$ cat src/hdl/fais_pkg.sv
// Shared types and codes for the fixed array insert/delete/search core.
`timescale 1ns / 1ps
`default_nettype none
package fais_pkg;

    localparam logic [2:0] KIND_INSERT  = 3'd0;
    localparam logic [2:0] KIND_DELETE  = 3'd1;
    localparam logic [2:0] KIND_REVERSE = 3'd2;
    localparam logic [2:0] KIND_SEARCH  = 3'd3;
    localparam logic [2:0] KIND_DISPLAY = 3'd4;

    localparam logic [1:0] ST_OK       = 2'd0;
    localparam logic [1:0] ST_BADPOS   = 2'd1;
    localparam logic [1:0] ST_NOTFOUND = 2'd2;

    typedef struct packed {
        logic [2:0]         kind;
        logic [3:0]         position;
        logic signed [31:0] value;
    } item_t;

    typedef struct packed {
        logic [1:0]         status;
        logic [3:0]         found_slot;
        logic signed [31:0] entry;
        logic               last;
    } result_t;

endpackage
`default_nettype wire

$ cat src/hdl/fais_ram.sv
// Generic single write port, single read port RAM with registered read.
`timescale 1ns / 1ps
`default_nettype none
module fais_ram #(
    parameter int WIDTH = 32,
    parameter int DEPTH = 8
) (
    input  wire logic                     clk,
    input  wire logic                     we,
    input  wire logic [$clog2(DEPTH)-1:0] waddr,
    input  wire logic [WIDTH-1:0]         wdata,
    input  wire logic [$clog2(DEPTH)-1:0] raddr,
    output logic      [WIDTH-1:0]         rdata
);

    logic [WIDTH-1:0] mem [DEPTH];

    always_ff @(posedge clk)
    begin
        if (we)
        begin
            mem[waddr] <= wdata;
        end
        rdata <= mem[raddr];
    end

endmodule
`default_nettype wire

$ cat src/hdl/fixed_array_insert_delete_search_core.sv
// Fixed array of signed words with insert, delete, reverse, search and display.
//
// Items come in on item/item_valid/item_ready, results leave on
// result/result_valid/result_ready; a transfer happens when valid and ready
// are both high. item_ready is high only while the sequencer is idle; one
// item is worked on at a time. The words live in one RAM with a single read
// and a single write port. Every entry that an operation moves, swaps,
// compares or shows is read through that port, which sets the time per
// item. Insert and delete shift the entries from position p on, reverse
// swaps pairs, search scans up to the first match or the last entry, and
// display gives DEPTH results, one per entry.
// The next item is taken in the idle state that follows each item.
// Results go through an output register, so a new item is taken while the
// last result still waits; a stalled receiver holds the sequencer only when
// it has another result to hand over. Reset clears the state, the result
// valid flag and a per-entry valid vector; entries never written read as
// zero, so the store is all zero right after reset with no clearing pass.
`timescale 1ns / 1ps
`default_nettype none
module fixed_array_insert_delete_search_core #(
    parameter int DEPTH = 8
) (
    input  wire logic              clk,
    input  wire logic              rst_n,
    input  wire logic              item_valid,
    output logic                   item_ready,
    input  wire fais_pkg::item_t   item,
    output logic                   result_valid,
    input  wire logic              result_ready,
    output fais_pkg::result_t      result
);
    import fais_pkg::*;

    localparam int AW = $clog2(DEPTH);
    localparam logic [AW-1:0] LAST_IDX = AW'(DEPTH - 1);
    localparam logic [AW-1:0] HALF_LAST = AW'(DEPTH / 2 - 1);
    localparam logic [AW-1:0] ONE_IDX = AW'(1);
    localparam logic [31:0] DEPTH_W = 32'(DEPTH);

    localparam logic [3:0] S_IDLE     = 4'd0;
    localparam logic [3:0] S_INS_RD   = 4'd1;
    localparam logic [3:0] S_INS_WR   = 4'd2;
    localparam logic [3:0] S_INS_PUT  = 4'd3;
    localparam logic [3:0] S_DEL_RD   = 4'd4;
    localparam logic [3:0] S_DEL_WR   = 4'd5;
    localparam logic [3:0] S_DEL_CLR  = 4'd6;
    localparam logic [3:0] S_REV_RDA  = 4'd7;
    localparam logic [3:0] S_REV_RDB  = 4'd8;
    localparam logic [3:0] S_REV_WRA  = 4'd9;
    localparam logic [3:0] S_REV_WRB  = 4'd10;
    localparam logic [3:0] S_SRCH_RD  = 4'd11;
    localparam logic [3:0] S_SRCH_CMP = 4'd12;
    localparam logic [3:0] S_DSP_RD   = 4'd13;
    localparam logic [3:0] S_DSP_OUT  = 4'd14;
    localparam logic [3:0] S_EMIT     = 4'd15;

    logic [3:0]         state_reg, state_next;
    logic [AW-1:0]      idx_reg, idx_next;
    logic [AW-1:0]      pidx_reg, pidx_next;
    logic signed [31:0] val_reg, val_next;
    logic [31:0]        tmp_reg, tmp_next;
    result_t            res_reg, res_next;
    result_t            result_reg, result_next;
    logic               result_valid_reg, result_valid_next;
    logic [DEPTH-1:0]   valid_reg;
    logic               rd_valid_reg;

    logic               ram_we;
    logic [AW-1:0]      ram_waddr;
    logic [31:0]        ram_wdata;
    logic [AW-1:0]      ram_raddr;
    logic [31:0]        ram_rdata;
    logic [31:0]        rdata;
    logic [AW-1:0]      hi_idx;
    logic [AW-1:0]      item_pidx;
    logic [3:0]         slot;
    logic               pos_ok;
    logic               can_emit;
    logic               emit;
    result_t            pending;

    fais_ram #(
        .WIDTH (32),
        .DEPTH (DEPTH)
    ) u_ram (
        .clk   (clk),
        .we    (ram_we),
        .waddr (ram_waddr),
        .wdata (ram_wdata),
        .raddr (ram_raddr),
        .rdata (ram_rdata)
    );

    // entries never written read as zero
    assign rdata     = rd_valid_reg ? ram_rdata : 32'd0;
    assign hi_idx    = LAST_IDX - idx_reg;
    assign item_pidx = AW'({28'd0, item.position} - 32'd1);
    assign slot      = 4'({{(32-AW){1'b0}}, idx_reg} + 32'd1);
    assign pos_ok    = (item.position != 4'd0) && ({28'd0, item.position} <= DEPTH_W);
    assign can_emit  = !result_valid_reg || result_ready;

    assign item_ready   = (state_reg == S_IDLE);
    assign result_valid = result_valid_reg;
    assign result       = result_reg;

    always_comb
    begin
        state_next = state_reg;
        idx_next   = idx_reg;
        pidx_next  = pidx_reg;
        val_next   = val_reg;
        tmp_next   = tmp_reg;
        res_next   = res_reg;
        ram_we     = 1'b0;
        ram_waddr  = idx_reg;
        ram_wdata  = rdata;
        ram_raddr  = idx_reg;
        emit       = 1'b0;
        pending    = res_reg;

        unique case (state_reg)
            S_IDLE:
            begin
                if (item_valid)
                begin
                    val_next  = item.value;
                    pidx_next = item_pidx;
                    res_next  = '{status: ST_OK, found_slot: 4'd0, entry: 32'sd0, last: 1'b1};
                    idx_next  = '0;
                    state_next = S_EMIT;
                    case (item.kind)
                        KIND_INSERT:
                        begin
                            if (!pos_ok)
                            begin
                                res_next.status = ST_BADPOS;
                            end
                            else
                            begin
                                idx_next = LAST_IDX;
                                state_next = (item_pidx == LAST_IDX) ? S_INS_PUT : S_INS_RD;
                            end
                        end
                        KIND_DELETE:
                        begin
                            if (!pos_ok)
                            begin
                                res_next.status = ST_BADPOS;
                            end
                            else
                            begin
                                idx_next = item_pidx;
                                state_next = (item_pidx == LAST_IDX) ? S_DEL_CLR : S_DEL_RD;
                            end
                        end
                        KIND_REVERSE: state_next = S_REV_RDA;
                        KIND_SEARCH:  state_next = S_SRCH_RD;
                        KIND_DISPLAY: state_next = S_DSP_RD;
                        default:      state_next = S_EMIT;
                    endcase
                end
            end
            S_INS_RD:
            begin
                ram_raddr  = idx_reg - ONE_IDX;
                state_next = S_INS_WR;
            end
            S_INS_WR:
            begin
                ram_we    = 1'b1;
                ram_waddr = idx_reg;
                ram_wdata = rdata;
                idx_next  = idx_reg - ONE_IDX;
                state_next = (idx_reg - ONE_IDX == pidx_reg) ? S_INS_PUT : S_INS_RD;
            end
            S_INS_PUT:
            begin
                ram_we     = 1'b1;
                ram_waddr  = pidx_reg;
                ram_wdata  = val_reg;
                state_next = S_EMIT;
            end
            S_DEL_RD:
            begin
                ram_raddr  = idx_reg + ONE_IDX;
                state_next = S_DEL_WR;
            end
            S_DEL_WR:
            begin
                ram_we    = 1'b1;
                ram_waddr = idx_reg;
                ram_wdata = rdata;
                idx_next  = idx_reg + ONE_IDX;
                state_next = (idx_reg + ONE_IDX == LAST_IDX) ? S_DEL_CLR : S_DEL_RD;
            end
            S_DEL_CLR:
            begin
                ram_we     = 1'b1;
                ram_waddr  = LAST_IDX;
                ram_wdata  = 32'd0;
                state_next = S_EMIT;
            end
            S_REV_RDA:
            begin
                ram_raddr  = idx_reg;
                state_next = S_REV_RDB;
            end
            S_REV_RDB:
            begin
                ram_raddr  = hi_idx;
                tmp_next   = rdata;
                state_next = S_REV_WRA;
            end
            S_REV_WRA:
            begin
                ram_we     = 1'b1;
                ram_waddr  = idx_reg;
                ram_wdata  = rdata;
                state_next = S_REV_WRB;
            end
            S_REV_WRB:
            begin
                ram_we    = 1'b1;
                ram_waddr = hi_idx;
                ram_wdata = tmp_reg;
                idx_next  = idx_reg + ONE_IDX;
                state_next = (idx_reg == HALF_LAST) ? S_EMIT : S_REV_RDA;
            end
            S_SRCH_RD:
            begin
                ram_raddr  = idx_reg;
                state_next = S_SRCH_CMP;
            end
            S_SRCH_CMP:
            begin
                if (rdata == val_reg)
                begin
                    res_next.found_slot = slot;
                    state_next = S_EMIT;
                end
                else if (idx_reg == LAST_IDX)
                begin
                    res_next.status = ST_NOTFOUND;
                    state_next = S_EMIT;
                end
                else
                begin
                    idx_next   = idx_reg + ONE_IDX;
                    state_next = S_SRCH_RD;
                end
            end
            S_DSP_RD:
            begin
                ram_raddr  = idx_reg;
                state_next = S_DSP_OUT;
            end
            S_DSP_OUT:
            begin
                // read address held on idx so the word stays put while stalled
                pending = '{status: ST_OK, found_slot: slot, entry: rdata,
                            last: (idx_reg == LAST_IDX)};
                if (can_emit)
                begin
                    emit = 1'b1;
                    if (idx_reg == LAST_IDX)
                    begin
                        state_next = S_IDLE;
                    end
                    else
                    begin
                        idx_next   = idx_reg + ONE_IDX;
                        state_next = S_DSP_RD;
                    end
                end
            end
            S_EMIT:
            begin
                if (can_emit)
                begin
                    emit       = 1'b1;
                    state_next = S_IDLE;
                end
            end
            default: state_next = S_IDLE;
        endcase
    end

    always_comb
    begin
        result_next       = result_reg;
        result_valid_next = result_valid_reg;
        if (emit)
        begin
            result_next       = pending;
            result_valid_next = 1'b1;
        end
        else if (result_ready)
        begin
            result_valid_next = 1'b0;
        end
    end

    always_ff @(posedge clk or negedge rst_n)
    begin
        if (!rst_n)
        begin
            state_reg        <= S_IDLE;
            result_valid_reg <= 1'b0;
            valid_reg        <= '0;
            rd_valid_reg     <= 1'b0;
        end
        else
        begin
            state_reg        <= state_next;
            result_valid_reg <= result_valid_next;
            if (ram_we)
            begin
                valid_reg[ram_waddr] <= 1'b1;
            end
            rd_valid_reg <= valid_reg[ram_raddr];
        end
    end

    always_ff @(posedge clk)
    begin
        idx_reg    <= idx_next;
        pidx_reg   <= pidx_next;
        val_reg    <= val_next;
        tmp_reg    <= tmp_next;
        res_reg    <= res_next;
        result_reg <= result_next;
    end

endmodule
`default_nettype wire

$ cat config.mk
export PLATFORM = sky130hd
export DESIGN_NAME = fixed_array_insert_delete_search_core
export DESIGN_NICKNAME = d
export VERILOG_FILES = /design/src/hdl/fais_pkg.sv /design/src/hdl/fais_ram.sv /design/src/hdl/fixed_array_insert_delete_search_core.sv
export SDC_FILE = /design/constraint.sdc
export NUM_CORES = 1
export LEC_CHECK = 0
export BUFFER_PORTS_ARGS = -buffer_cell sky130_fd_sc_hd__buf_2
export CAP_MARGIN = 15
export CORE_MARGIN = 2
export CORE_UTILIZATION = 55
export CTS_CLUSTER_SIZE = 14
export DETAILED_ROUTE_END_ITERATION = 8
export PLACE_DENSITY = 0.73
export SLEW_MARGIN = 20
export SYNTH_ARGS = -nofsm -noshare
export SYNTH_HDL_FRONTEND = slang
export SYNTH_SLANG_ARGS = --single-unit
$ cat constraint.sdc
create_clock -name clk -period 4.6 [get_ports clk]
set_input_delay 0.46 -clock clk [delete_from_list [all_inputs] [get_ports clk]]
set_output_delay 0.46 -clock clk [all_outputs]
set_load 0.05 [all_outputs]
==> out/metrics.yaml <==
clock_tree:
  cts-root-buf: "clkbuf_16"
  htree_levels: 2
  clock_latency_ns: 0.55
  cts.clk_slew.worst_paths_ns: 0.06
  cts_tree: "built"
  numCtsBuffers: 42
  clock_path_buffers: 3
  clock_sinks: 417
floorplan:
  core.rowCount: 65
  core-area_mm2: 0.0315
  die_height_um: 182
  die_w_um: 182
  start_util_pct: 55.6
  dieArea_mm2: 0.0333
  num_io_pins: 84
logic_synthesis:
  seq_area_frac_synth_pct: 69.3
  synthAdderAreaFrac_pct: 0.500
  synthXorXnorAreaFrac_pct: 0.801
  synth-edff-count: 371
  muxShareOfSynthArea_pct: 0.186
  synth_top_area_share_pct: 63.7
  synth_flop_cell: "edfxtp_1"
  synth_top_family_by_area: "compound AO/OA/AOI/OAI gates"
  syn_avg_cell_area_um2: 12.4
  synthArstFlopShare_pct: 3.36
  syn_area_mm2: 0.0175
  syn_inst: 1417
  yosys.area_share.simple_pct: 11.1
  syn_nets: 1467
  synth_compound_area_share_pct: 14.3
  synthDistinctLibCells: 62
  synth.top_cells.by_area: "edfxtp_1 (64%), o21ai_0 (5.2%), a21oi_1 (4.1%)"
  ys_warn_count: 0
  synth_seq_cells: 417
  synth_area_leader_cell: "edfxtp_1"
finish:
  area_growth_pct: 13.4
  largest_reg_flops: 256
  nets: 1531
  fillers: 2321
  antennaDiodeCount: 0
  fin_cells: 1917
  drive_above_1_share_pct: 14.1
critical_path:
  cpPeakStageDelay_ns: 0.60
  critPathCaptureType: "flop"
  crit_family: "simple AND/OR/NAND/NOR gates"
  crit_top_cell: "ha_1"
  cp.required_ns: 5.01
  path_cells: "ha_1 -> ha_1 -> nor4_1 -> nand2_4 -> buf_4 -> nand3_1 -> a21oi_1 -> or4_1"
  regToRegSetupSlack_ns: 0.74
  path_max_fanout: 70
  slowest_stage: "edfxtp_1"
  crit_type: "reg2reg"
  crit_path_start_kind: "flop"
  worstPathBufferInverterCount: 1
  arrival_ns: 4.27
placement:
  dp_hpwl_mm: 26.3
  port_buffers: 83
  place_congestion: 0.886
  dp.cells: 1837
power_and_ir_drop:
  power.share.clock_pct: 21.1
  p_sw_share_pct: 40.9
  p_int_mw: 9.79
  p_per_area_mw_per_mm2: 834
  net-switching-power_mw: 6.77
  p_leak_nw: 7.05
  sequentialPowerShare_pct: 38.4
  p_comb_share_pct: 40.6
  ir_worst_vdd_v: 0.000728
drt:
  ant_nets: 0
  wl_mm: 44.3
  first_pass_iters: 7
  routed_via_density: 6.39
  drc: 0
  dr.first_iter.drc_count: 1727
  vias: 12300
  wire_per_inst_um: 23.1
global_routing:
  grt_pass1_vias: 11700
  antenna_found_initial: 0
  grt-ovfl-total: 0
  grt_pass1_wl_mm: 67.6
  grt_usage_pct: 26.6
  grt_max_degree: 129
sta:
  setup_viol: 0
  rsz0062_at_grt: "false"
  slew_violations: 0
  period_share_pct: 83.9
  tightest_slew_ns: 1.23
  final-hold-violation-count: 0
  period_minus_slack_ns: 3.86
  fmaxAchievable_ghz: 0.259
  fin_setup_tns_ns: 0
  relSlewSlack_pct: 17.3
  clock-skew-final_ns: 0.0138
status:
  outcome: "finished, final reports clean"
job:
  maxCapViolCount: 0
min_path:
  hold_path.class: "in2reg"
==> worst reg2reg max path, stage by stage, from the launching register on <==
cell and delay (ns):
edfxtp_1 0.60, ha_1 0.32, ha_1 0.35, nor4_1 0.58, nand2_4 0.54, buf_4 0.52, nand3_1 0.16, a21oi_1 0.07
or4_1 0.57
==> path summary, 6_finish.rpt <==
kind,start,end,depth (start not counted)
max in group asynchronous,rst_n,valid_reg[3]$_DFFE_PN0N_,2
max,idx_reg[0]$_DFFE_PP_,u_ram.rdata[31]$_DFF_P_,8
min reg2reg,valid_reg[0]$_DFFE_PN0N_,valid_reg[0]$_DFFE_PN0N_,1
min,item[24],val_reg[24]$_DFFE_PP_,1
max reg2reg,idx_reg[0]$_DFFE_PP_,u_ram.rdata[31]$_DFF_P_,8
min in group asynchronous,rst_n,state_reg[0]$_DFFE_PN0P_,2
==> power by group through the flow <==
stage               Sequential [mW]  Combinational (mW)  Clock [mW]
floorplan                      6.38                4.35           0
global placement               6.36                6.36           0
detailed placement             6.39                6.55           0
CTS                            6.33                6.59        3.53
global route                   6.42                7.30        3.67
finish                         6.35                6.72        3.49
==> repair_timing <==
| action | in CTS | in global routing |
|---|---|---|
| resized for setup | 0 | 0 |
| setup buffers | 0 | 0 |
| hold buffers | 1 | 0 |
| hold endpoints to repair | 14 | 0 |
| setup endpoints to repair | 0 | 0 |
==> area by class of cell <==
cell class / instances / area (µm²) / area share (%)
well taps: 402 / 503 / 2.53
clock buffers: 51 / 1140 / 5.77
inverters: 56 / 210 / 1.06
repair buffers: 124 / 776 / 3.91
flip-flops and latches: 417 / 12100 / 61.1
multi-input cells: 840 / 4790 / 24.1
clock inverters: 27 / 300 / 1.51
==> cell families after synthesis <==
logic type	count (synthesis)
buf+inv	160
xor+xnor	16
fa+ha+maj	7
compound gates	437
simple gates	377
flops	417
mux	3
==> layout by cell type, fill, tap and decap left out, types with 21 or more instances in the layout <==
| master | n |
|---|---|
| edfxtp_1 | 371 |
| o21ai_0 | 168 |
| a21oi_1 | 142 |
| nand3_1 | 136 |
| buf_2 | 83 |
| nor2_1 | 62 |
| nand2_1 | 56 |
| inv_1 | 54 |
| clkbuf_16 | 42 |
| a22oi_1 | 36 |
| buf_4 | 36 |
| or4_1 | 34 |
| dfxtp_1 | 32 |
| o21ai_1 | 21 |
==> cells in the mapped netlist, drive strengths merged, types with 3 or more instances <==
| master | instances |
|---|---|
| nand2b | 16 |
| ha | 7 |
| nor2b | 12 |
| a22oi | 36 |
| o2111ai | 3 |
| edfxtp | 371 |
| nand4 | 3 |
| nor3 | 14 |
| a2111oi | 3 |
| or2 | 7 |
| buf | 42 |
| nand2 | 57 |
| xnor2 | 14 |
| dfrtp | 14 |
| a221oi | 3 |
| inv | 54 |
| dfxtp | 32 |
| a32o | 3 |
| nor4bb | 7 |
| nor4 | 6 |
| nor3b | 3 |
| o2bb2ai | 3 |
| a2bb2oi | 10 |
| a22o | 3 |
| a31oi | 9 |
| and3 | 5 |
| o21bai | 4 |
| o21ai | 189 |
| clkbuf | 62 |
| a21oi | 142 |
| and2 | 6 |
| o22ai | 5 |
| nand3 | 136 |
| nor2 | 67 |
| or4 | 34 |
| a211oi | 5 |
==> stage by stage <==
stage          hold WS, ns  power [mW]  utilization [%]  cell area [µm²]  worst slack (ns)
2_1_floorplan        0.164        10.7                -            17500             0.482
3_3_place_gp         0.381        12.7             58.4            18400             0.992
3_5_place_dp         0.385        12.9             58.4            18400             0.790
4_1_cts             0.0740        16.5             63.0            19800             0.781
5_1_grt             0.0729        17.4             63.1            19900             0.496
6_report            0.0825        16.6             63.1            19900             0.741
==> per-layer routing <==
metal,routed length (µm),up-vias,global-route usage [%],share of wire (%)
li1,-,5486,-,-
met1,18400,6004,39.7,42
met2,20100,692,41.1,45
met3,4790,77,4.53,11
met4,943,0,7.13,2.1
met5,0,-,0,0
Power figures use the tool's default switching activity.
